[config.mk]
export PLATFORM = sky130hd
export DESIGN_NAME = rfpw_ctrl
export DESIGN_NICKNAME = d
export VERILOG_FILES = /design/src/sv/rfpw_pkg.sv /design/src/sv/rfpw_ctrl.sv
export SDC_FILE = /design/constraint.sdc
export NUM_CORES = 1
export LEC_CHECK = 0
export ABC_AREA = 1
export BUFFER_PORTS_ARGS = -buffer_cell sky130_fd_sc_hd__buf_4
export CORE_AREA = 2 2 39 41
export DETAILED_ROUTE_END_ITERATION = 10
export DIE_AREA = 0 0 41 43
export PLACE_DENSITY = 0.53
export SYNTH_ARGS = -nofsm -noshare
export SYNTH_HDL_FRONTEND = slang
export SYNTH_SLANG_ARGS = --single-unit
[constraint.sdc]
create_clock -name clk -period 2.9 [get_ports clk]
set_input_delay 0.145 -clock clk [delete_from_list [all_inputs] [get_ports clk]]
set_output_delay 0.145 -clock clk [all_outputs]
set_load 0.02 [all_outputs]
[src/sv/rfpw_pkg.sv]
package rfpw_pkg;

	localparam int PANEL_WIDTH_DEF  = 84;
	localparam int PANEL_HEIGHT_DEF = 48;
	localparam int PAGE_ROWS        = 8;

	localparam logic REG_ROTATION = 1'b0;

	typedef enum logic [1:0] {
		MODE_DRAW  = 2'd0,
		MODE_CLEAR = 2'd1,
		MODE_FILL  = 2'd2,
		MODE_READ  = 2'd3
	} mode_t;

	typedef struct packed {
		logic load_item;
		logic pixel_write;
		logic sweep_write;
		logic sweep_item;
		logic load_out;
	} cmd_t;

	typedef struct packed {
		logic new_is_sweep;
		logic sweep_last;
	} sts_t;

endpackage

[src/sv/rfpw_ctrl.sv]
module rfpw_ctrl
	import rfpw_pkg::*;
(
	input  logic clk,
	input  logic arst_n,
	input  logic in_valid,
	output logic in_ready,
	output logic out_valid,
	input  logic out_ready,
	output cmd_t cmd,
	input  sts_t sts
);

	typedef enum logic [4:0] {
		ST_INIT   = 5'b00001,
		ST_IDLE   = 5'b00010,
		ST_ACCESS = 5'b00100,
		ST_SWEEP  = 5'b01000,
		ST_DONE   = 5'b10000
	} state_t;

	state_t state_q, state_d;
	logic   out_valid_q;
	logic   out_free;

	assign out_free = !out_valid_q || out_ready;
	assign in_ready = (state_q == ST_IDLE);

	always_comb begin
		state_d = state_q;
		cmd     = '0;
		case (state_q)
			ST_INIT: begin
				cmd.sweep_write = 1'b1;
				if (sts.sweep_last) begin
					state_d = ST_IDLE;
				end
			end
			ST_IDLE: begin
				if (in_valid) begin
					cmd.load_item = 1'b1;
					state_d = sts.new_is_sweep ? ST_SWEEP : ST_ACCESS;
				end
			end
			ST_ACCESS: begin
				cmd.pixel_write = 1'b1;
				if (out_free) begin
					cmd.load_out = 1'b1;
					state_d = ST_IDLE;
				end else begin
					state_d = ST_DONE;
				end
			end
			ST_SWEEP: begin
				cmd.sweep_write = 1'b1;
				cmd.sweep_item  = 1'b1;
				if (sts.sweep_last) begin
					state_d = ST_DONE;
				end
			end
			ST_DONE: begin
				if (out_free) begin
					cmd.load_out = 1'b1;
					state_d = ST_IDLE;
				end
			end
			default: begin
				state_d = ST_INIT;
			end
		endcase
	end

	always_ff @(posedge clk or negedge arst_n) begin
		if (!arst_n) begin
			state_q     <= ST_INIT;
			out_valid_q <= 1'b0;
		end else begin
			state_q <= state_d;
			if (cmd.load_out) begin
				out_valid_q <= 1'b1;
			end else if (out_ready) begin
				out_valid_q <= 1'b0;
			end
		end
	end

	assign out_valid = out_valid_q;

	a_no_overwrite: assert property (@(posedge clk) disable iff (!arst_n)
		cmd.load_out |-> (!out_valid_q || out_ready))
		else $error("result word overwritten");

	a_busy_after_accept: assert property (@(posedge clk) disable iff (!arst_n)
		(in_valid && in_ready) |=> !in_ready)
		else $error("second word taken while busy");

	a_one_writer: assert property (@(posedge clk) disable iff (!arst_n)
		!(cmd.sweep_write && cmd.pixel_write))
		else $error("sweep and pixel write clash");

	a_out_after_work: assert property (@(posedge clk) disable iff (!arst_n)
		$rose(out_valid_q) |-> ($past(state_q) == ST_ACCESS || $past(state_q) == ST_DONE))
		else $error("result without an item");

endmodule

Yosys cells after proc, flatten, opt, wreduce, memory -nomap -nowiden
Cells that the tools add are included.
{"block": "word_totals", "register_bits": 6, "latch_bits": 0, "ram_bits": 0, "mem_bits_ro": 0, "input_bits": 6, "output_inout_bits": 7, "elab_cells": 33, "n_memories": 0}
{"block": "classes", "n_addsub": 0, "multipliers": 0, "div": 0, "n_lt_le_gt_ge": 0, "eq_ne": 9, "shifts": 0, "muxes": 16, "n_bitwise": 0, "reduce_logical": 6}
{"cell": "$mux W5", "n": 5}
{"cell": "$pmux W5 S5", "n": 1}
{"cell": "$mux W1", "n": 9}
{"cell": "$ne A2 B2 Y1 const B", "n": 4}
{"cell": "$eq A5 B1 Y1 const B", "n": 1}
{"cell": "$eq A5 B2 Y1 const B", "n": 1}
{"cell": "$eq A5 B3 Y1 const B", "n": 1}
{"cell": "$eq A5 B4 Y1 const B", "n": 1}
{"cell": "$eq A5 B5 Y1 const B", "n": 1}
{"cell": "$mux W4", "n": 1}
{"cell": "$reduce_and A4 Y1", "n": 1}
{"cell": "$reduce_or A2 Y1", "n": 2}
{"cell": "$reduce_bool A2 Y1", "n": 1}
{"cell": "$logic_not A1 Y1", "n": 1}
{"cell": "$logic_or A1 B1 Y1", "n": 1}

Longest topological paths before layout
Gate-level depths: netlist of the first run.
{"block": "logic_depth", "ltp_word": 5, "ltp_mapped": 8, "mapped_depth_nobuf": 8}

Worst setup path before layout of the first run
No wires, ideal clock.
{"block": "synth_timing", "path_kind": "reg-to-output", "from": "register state_q[1]", "to": "output port cmd[0] in the netlist's numbering", "arrival_ps": 1100, "t_required_ps": 2755, "path_slack_ps": 1655, "stages_incl_launch_ff": 6, "path_buffers": 0, "path_cell_list": "dfrtp_1 -> nor2_2 -> nand3_1 -> nand2_1 -> inv_1 -> nor2_1"}
{"element": "start, declared", "line_no": "rfpw_ctrl.sv:22", "rtl": "state_t state_q, state_d;"}
{"element": "start signal, assigned", "line_no": "rfpw_ctrl.sv:78", "rtl": "state_q <= state_d;"}
{"element": "end, declared", "line_no": "rfpw_ctrl.sv:10", "rtl": "output cmd_t cmd,"}

==> results of run 1 <==
-- cell families after synthesis --
kind of cell,after synthesis,synth area share
AOI/OAI and AO/OA,2,0.0248
buffers and inverters,14,0.134
DFF,6,0.376
and+or+nand+nor,36,0.466
-- worst min path at each step --
stage                                   endpoint   start
final                     state_q[2]$_DFFE_PN0P_  sts[1]
after global routing      state_q[2]$_DFFE_PN0P_  sts[1]
after CTS                 state_q[2]$_DFFE_PN0P_  sts[1]
after detailed placement  state_q[1]$_DFFE_PN0P_  arst_n
after global placement    state_q[2]$_DFFE_PN0P_  arst_n
after floorplan            out_valid$_DFFE_PN0P_  arst_n
-- routing by layer --
metal / wire (um) / share of wire / GRT usage
met5: 0 / 0 / 0
met4: 42 / 0.048 / 0.120
met3: 44 / 0.050 / 0.0314
met2: 389 / 0.44 / 0.166
met1: 405 / 0.46 / 0.161
-- cell usage in the layout (no fill, tap or decap), drive strengths merged --
cell type | Yosys | routed
dfstp | 1 | 1
o21ai | 2 | 2
nand2 | 13 | 13
clkbuf | 0 | 4
dlygate4sd3 | 0 | 1
dfrtp | 5 | 5
clkinv | 1 | 1
nand4 | 4 | 4
inv | 13 | 13
buf | 0 | 12
nand3 | 7 | 7
nor3 | 1 | 1
nor2 | 11 | 11
-- power breakdown --
part | switching [mW] | internal (mW) | leakage (nW) | total, mW
clock network | 0.0364 | 0.0525 | 0.0150 | 0.0889
logic | 0.138 | 0.0842 | 0.229 | 0.222
registers | 0.0228 | 0.112 | 0.0784 | 0.135
-- layout make-up --
class,instances,area (sq um),share of cell area
tap,16,20.0,0.0364
timing repair buffer,13,100,0.182
multi-input combinational,38,198,0.360
sequential,6,151,0.276
clock buffer,4,26.3,0.0478
inverter,14,53.8,0.0979
-- sequential cells by signal (all words and copies together), names as in the netlist --
name,flops
state_q,5
out_valid,1
-- tightest hold or removal path, delay by kind of cell --
family	cells	cell delay [ps]
buffers and inverters	2	120
AND/OR/NAND/NOR	2	110
-- repair_timing --
| item | 4_1_cts | 5_1_grt |
|---|---|---|
| hold buffers | 1 | 0 |
| resized for setup | 0 | 0 |
| endpoints found under the hold margin | 6 | 0 |
==> results.toml, run 1 <==
[status]
status = "completed"

[setup_path]
slowest_stage = "dfrtp_1"
rr_worst_depth = 7
crit_chain = "nor2_2 -> nand3_1 -> nand2_1 -> inv_1 -> nor2_1 -> buf_4"
crit_type = "reg -> out"
worstPathMaxFanout = 5
critPathMaxStageDelay_ps = 410
cpLargestDelayFamily = "simple AND/OR/NAND/NOR gates"
rr_endpoint = "state_q[1]$_DFFE_PN0P_"
critPathArrivalTime_ps = 1400
cp-startpoint = "state_q[1]$_DFFE_PN0P_"
path_buf_inv = 2
r2r-start = "state_q[0]$_DFFE_PN1P_"
critPathLaunchType = "flop"
crit_path_end_kind = "output pin"
worstPathRequired_ps = 2760
endpoint = "cmd[0]"
rrSetupSlack_ps = 1670
cp_num_cells = 6

[cts]
post_cts_buffers = 0
tritoncts = "yes"
clkTransAtPathRegs_ps = 50
cts_buffer_depth = 2
cts-htree-levels = 1
cts.sinks = 6
root_buffer = "clkbuf_4"
clk-insertion-delay-late_ps = 260
cts_buffers = 3

[layout]
final_nets = 82
antenna_cells = 0
final_cells = 91
area_growth_pct = 36.3
final_cell_area_sq_um = 549
fin_util = 0.397
fillers = 158
drive_gt1_frac = 0.360

[logic_synthesis]
syn_area_sq_um = 403
synth_cell_types = 14
yosys-top-cells-area = "dfrtp_1 31%, nand2_1 12%, inv_1 10%"
yosysWarnings = 0
ys_seq_area_frac = 0.376
synth_ff_type = "dfrtp_1"
synth_top_area_frac = 0.311
synth_area_leader_cell = "dfrtp_1"
postSynthAreaPerCell_sq_um = 6.95
syn_inst = 58
synth_seq_cells = 6
synth_commonest_cells = "13 x nand2_1, 11 x inv_1, 6 x nor2_1"
synth_most_common_cell = "nand2_1"
synth_nets = 64
async_reset_ff_frac = 1.00
synth_edf_count = 0

[floorplanning]
start_util = 0.291
die_area_sq_um = 1760
core_sq_um = 1380
io_pins = 13
rows = 14
fp.dieH_um = 43
die_width_um = 41

[grt]
grt-ovfl-total = 0
antenna_found_initial = 0
grt_pass1_vias = 364
grt_max_degree = 8
grt_pass1_wl_mm = 1.44
grt.total_usage = 0.127

[sta]
relSlewSlack = 0.858
final_hold_viol_count = 0
skew_ps = 4.92
finalCritPeriodShare = 0.534
hold_ws_ps = 153
fin_crit_ps = 1550
worstMarginPinSlew_ps = 213
tns_ps = 0
setup_slack_ps = 1350
drv_slew = 0
rsz0062_at_grt = "no"
final-setup-viol-count = 0
fmax_ghz = 0.646

[route]
vias_per_cell = 4.52
vias = 411
totalWireLength_um = 881
wire_per_inst_um = 9.68
postRouteAntennaNets = 0
drc = 0
firstDrtPassIters = 4
first_iter_violations = 5

[pwr]
power_density_nw_per_um2 = 812
power_uw = 446
vdd_ir_drop_max_v = 0.000263
p_leak_nw = 0.322

[min_path]
min_path_cells = 4
hp-class = "in -> reg"

[placed_design]
gp_congestion = 0.845
port_buffers = 12
placedCellCount = 86
hpwlAfterDp_um = 721
post-place-ws_ps = 1620
placed_area_sq_um = 513

[job]
maxCapViolCount = 0
(Power assumes the default switching activity.)
==> run 2: changes to the inputs <==
Clock period 2.9 ns to 1.45 ns, I/O delays scaled along.
==> results.toml, run 2 (same netlist as run 1, synthesis figures left out) <==
[cts]
clk-insertion-delay-late_ps = 250
tritoncts = "yes"
cts_buffers = 3
root_buffer = "clkbuf_4"
cts.sinks = 6
cts-htree-levels = 1
cts_buffer_depth = 2
clkTransAtPathRegs_ps = 40

[layout]
final_nets = 84
largest_register_ffs = 5
seq_area_sq_um = 153
final_cell_mix = "14 x buf_4, 12 x nand2_1, 10 x inv_1"
layout_commonest_cell = "buf_4"
fillers = 143
drive_gt1_frac = 0.442
area_growth_pct = 46.0
antenna_cells = 0
top_register = "state_q"
final_cell_area_sq_um = 588
multi_input_area_sq_um = 220

[floorplanning]
die_area_sq_um = 1760
start_util = 0.291
fp.dieH_um = 43
rows = 14
die_width_um = 41
io_pins = 13
core_sq_um = 1380

[grt]
grt_pass1_vias = 355
antenna_found_initial = 0
grt-ovfl-total = 0
grt_max_degree = 8
grt_pass1_wl_mm = 1.40
grt.total_usage = 0.121

[placed_design]
hpwlAfterDp_um = 690
placed_area_sq_um = 513
gp_congestion = 0.824
port_buffers = 12

[setup_path]
worstPathMaxFanout = 5
rrSetupSlack_ps = 180
critPathArrivalTime_ps = 1330
rr_endpoint = "state_q[1]$_DFFE_PN0P_"
rr_worst_depth = 7
endpoint = "cmd[0]"
r2r-start = "state_q[0]$_DFFE_PN1P_"
worstPathRequired_ps = 1380
cp-startpoint = "state_q[1]$_DFFE_PN0P_"
crit_path_end_kind = "output pin"
critPathLaunchType = "flop"
crit_type = "reg -> out"

[route]
vias = 426
vias_per_cell = 4.58
drc = 0
wire_per_inst_um = 9.26
totalWireLength_um = 861
first_iter_violations = 12
firstDrtPassIters = 4
postRouteAntennaNets = 0

[sta]
skew_ps = 6.59
worstMarginPinSlew_ps = 209
fin_crit_ps = 1400
relSlewSlack = 0.860
rsz0062_at_grt = "yes"
final-setup-viol-count = 0
hold_ws_ps = 93.1
fmax_ghz = 0.715
final_hold_viol_count = 0
drv_slew = 0
finalCritPeriodShare = 0.964

[min_path]
hp-class = "in -> reg"

[job]
maxCapViolCount = 0

[pwr]
power_uw = 979
power_density_nw_per_um2 = 1660
p_leak_nw = 0.334
vdd_ir_drop_max_v = 0.000638

[status]
status = "completed"
## run 2: where the power goes
part           switching [mW]  internal, mW
combinational           0.299         0.224
clock                  0.0675         0.105
sequential             0.0566         0.227
## run 2: routing by layer
layer | wire length (um) | up-vias | track usage
li1 | - | 219 | -
met5 | 0 | - | 0
met4 | 27 | 0 | 0.100
met3 | 83 | 2 | 0.0419
met2 | 394 | 23 | 0.150
met1 | 355 | 182 | 0.162
## run 2: worst max-delay path, stage by stage, from the launching register on
cell and delay [ps]:
dfrtp_2 430, nor2_4 140, nand3_1 130, nand2_2 100, inv_1 50, nor2_1 80
buf_4 140
## run 2: worst min-delay path by stage
stage | start | to | cells after the start
detailed placement | arst_n | state_q[1]$_DFFE_PN0P_ | 1
global placement | arst_n | state_q[1]$_DFFE_PN0P_ | 1
floorplan | arst_n | out_valid$_DFFE_PN0P_ | 0
finish | sts[1] | state_q[2]$_DFFE_PN0P_ | 4
global route | sts[1] | state_q[2]$_DFFE_PN0P_ | 4
CTS | sts[1] | state_q[2]$_DFFE_PN0P_ | 4
## run 2: cell type report
cell class | count | area share
clock buffers | 4 | 0.0447
inverters | 14 | 0.0915
multi-input cells | 38 | 0.374
flip-flops and latches | 6 | 0.260
well taps | 16 | 0.0340
repair buffers | 15 | 0.196
## run 2: timing repair
action,in CTS,in global routing
endpoints found under the hold margin,6,0
pin swaps,1,3
hold buffers,1,0
setup buffers,0,2
gates resized for setup,2,5
setup endpoints to repair,1,2
cloned,0,0
## run 2: through the flow
| step | cells | setup TNS, ps | utilization | setup slack, ps |
|---|---|---|---|---|
| after floorplan | 58 | 0 | - | 277 |
| after global placement | 86 | 0 | 0.371 | 193 |
| after detailed placement | 86 | 0 | 0.371 | 211 |
| after CTS | 91 | 0 | 0.401 | 3.50 |
| after global routing | 93 | -20.7 | 0.425 | -20.7 |
| final | 93 | 0 | 0.425 | 51.7 |
==> run 3: changes to the inputs <==
Settings changed: ABC_AREA 1 to not set, PLACE_DENSITY 0.53 to not set.
==> results.toml, run 3 <==
[floorplanning]
fp.dieH_um = 43
rows = 14
io_pins = 13
core_sq_um = 1380
die_area_sq_um = 1760
start_util = 0.278
die_width_um = 41

[sta]
skew_ps = 3.42
fin_crit_ps = 1590
relSlewSlack = 0.756
fmax_ghz = 0.629
setup_slack_ps = -140
finalCritPeriodShare = 1.10
rsz0062_at_grt = "yes"
drv_slew = 0
worstMarginPinSlew_ps = 362
final_hold_viol_count = 0
final-setup-viol-count = 8

[layout]
area_growth_pct = 60.7
layout_commonest_cell = "buf_4"
fillers = 153
final_cell_mix = "18 x buf_4, 5 x dfrtp_1, 4 x nor4_1, 4 x nand2b_1"
final_nets = 76
antenna_cells = 0
drive_gt1_frac = 0.449
largest_register_ffs = 5
top_register = "state_q"
fin_util = 0.448

[grt]
grt.total_usage = 0.127
grt_max_degree = 7
grt_pass1_wl_mm = 1.54
antenna_found_initial = 0
grt-ovfl-total = 0
grt_pass1_vias = 385

[logic_synthesis]
synth_ff_type = "dfrtp_1"
yosys.area_share.simple = 0.393
synth_commonest_cells = "5 x dfrtp_1, 4 x nand2b_1, 4 x nor4_1"
async_reset_ff_frac = 1.00
synth_nets = 49
synth_top_family_by_area = "simple AND/OR/NAND/NOR gates"
synth_top_area_frac = 0.325
synth_most_common_cell = "dfrtp_1"
postSynthAreaPerCell_sq_um = 8.96
yosys-top-cells-area = "dfrtp_1 32%, dfstp_2 6.8%, nand2b_1 6.5%"
synth_area_leader_cell = "dfrtp_1"
syn_inst = 43
syn_area_sq_um = 385
synth_compound_area_frac = 0.153
synth_seq_cells = 6
synth_cell_types = 27
synth_fa_ha_area_frac = 0
ys_seq_area_frac = 0.393
synth_edf_count = 0
synth_xor_area_frac = 0.0227
synth_mux_area_frac = 0
yosysWarnings = 0

[route]
firstDrtPassIters = 3
wire_per_inst_um = 10.6
vias_per_cell = 4.85
vias = 412
totalWireLength_um = 898
postRouteAntennaNets = 0
first_iter_violations = 9
drc = 0

[min_path]
hp-class = "in -> reg"

[placed_design]
port_buffers = 12
gp_congestion = 0.726
hpwlAfterDp_um = 698

[pwr]
p_leak_nw = 0.322
vdd_ir_drop_max_v = 0.000755
power_uw = 994
power_density_nw_per_um2 = 1600

[cts]
clkTransAtPathRegs_ps = 50
tritoncts = "yes"
cts_buffer_depth = 2
cts.sinks = 6
root_buffer = "clkbuf_4"
clk-insertion-delay-late_ps = 240
cts_buffers = 3
cts-htree-levels = 1

[setup_path]
critPathArrivalTime_ps = 1520
crit_path_end_kind = "output pin"
worstPathMaxFanout = 2
worstPathRequired_ps = 1380
crit_type = "reg -> out"
critPathLaunchType = "flop"

[status]
violations = "setup timing"
status = "complete, but fails checks"

[job]
maxCapViolCount = 0
-- run 3: changes by cell type in the layout (fill, tap and decap cells not counted), sizes merged, moves of 6 or more --
| cell | change |
|---|---|
| nand2 | -11 |
| nand3 | -6 |
| buf | +7 |
| inv | -9 |
| nor2 | -10 |
-- run 3: final cells by class --
cell class / count / area, sq um / area share
Clock buffer: 4 / 26.3 / 0.0424
Inverter: 4 / 17.5 / 0.0283
Multi-Input combinational cell: 33 / 225 / 0.364
Sequential cell: 6 / 151 / 0.244
Tap cell: 16 / 20.0 / 0.0323
Timing Repair Buffer: 22 / 179 / 0.289
-- run 3: cells by family (layout without fill, tap and decap cells) --
family | Yosys count | count (layout)
AND/OR/NAND/NOR | 24 | 24
flip-flops | 6 | 6
XOR/XNOR | 1 | 1
AO/OA/AOI/OAI | 8 | 8
buffers and inverters | 4 | 30
-- run 3: metal layers --
| metal | track usage | wire (um) |
|---|---|---|
| met4 | 0.0800 | 0 |
| met1 | 0.193 | 427 |
| met3 | 0.0157 | 39 |
| met5 | 0 | 0 |
| met2 | 0.163 | 431 |
-- run 3: path summary, 6_finish.rpt --
path / startpoint / to / slack, ps / depth (start not counted)
min in group asynchronous: arst_n / out_valid$_DFFE_PN0P_ / 170 / 2
max in group asynchronous: arst_n / state_q[0]$_DFFE_PN1P_ / 1080 / 2
max reg2reg: state_q[4]$_DFFE_PN0P_ / state_q[1]$_DFFE_PN0P_ / -90 / 5
min: sts[0] / state_q[3]$_DFFE_PN0P_ / 20 / 2
min reg2reg: out_valid$_DFFE_PN0P_ / out_valid$_DFFE_PN0P_ / 540 / 2
max: state_q[4]$_DFFE_PN0P_ / cmd[4] / -140 / 5
-- run 3: where the power goes --
part	internal (mW)	switching, mW	leakage (nW)
Clock	0.104	0.0585	0.0150
Sequential	0.220	0.0450	0.0786
Combinational	0.302	0.264	0.228
-- run 3: critical path: stages, from the launching register on --
cell and delay (ps):
dfrtp_1 370, or2_4 250, or3_4 350, inv_4 60, and2_4 140, buf_6 110
-- run 3: stage by stage --
| stage | cells | hold slack, ps | setup TNS, ps | setup slack, ps | area [sq um] |
|---|---|---|---|---|---|
| 2_1_floorplan | 43 | -223 | -1.35 | -1.03 | 388 |
| 3_3_place_gp | 74 | -118 | -7.77 | -7.77 | 520 |
| 3_5_place_dp | 74 | -117 | -17.5 | -17.5 | 520 |
| 4_1_cts | 84 | 10.7 | -809 | -204 | 602 |
| 5_1_grt | 85 | 12.2 | -1400 | -188 | 619 |
| 6_report | 85 | 15.6 | -681 | -140 | 619 |
-- run 3: what timing repair did --
| action | CTS | global route |
|---|---|---|
| gates resized for setup | 2 | 2 |
| pin swaps | 3 | 2 |
| endpoints found under the setup margin | 5 | 10 |
| hold endpoints to repair | 6 | 0 |
| hold buffers | 1 | 0 |
| buffers inserted | 5 | 2 |
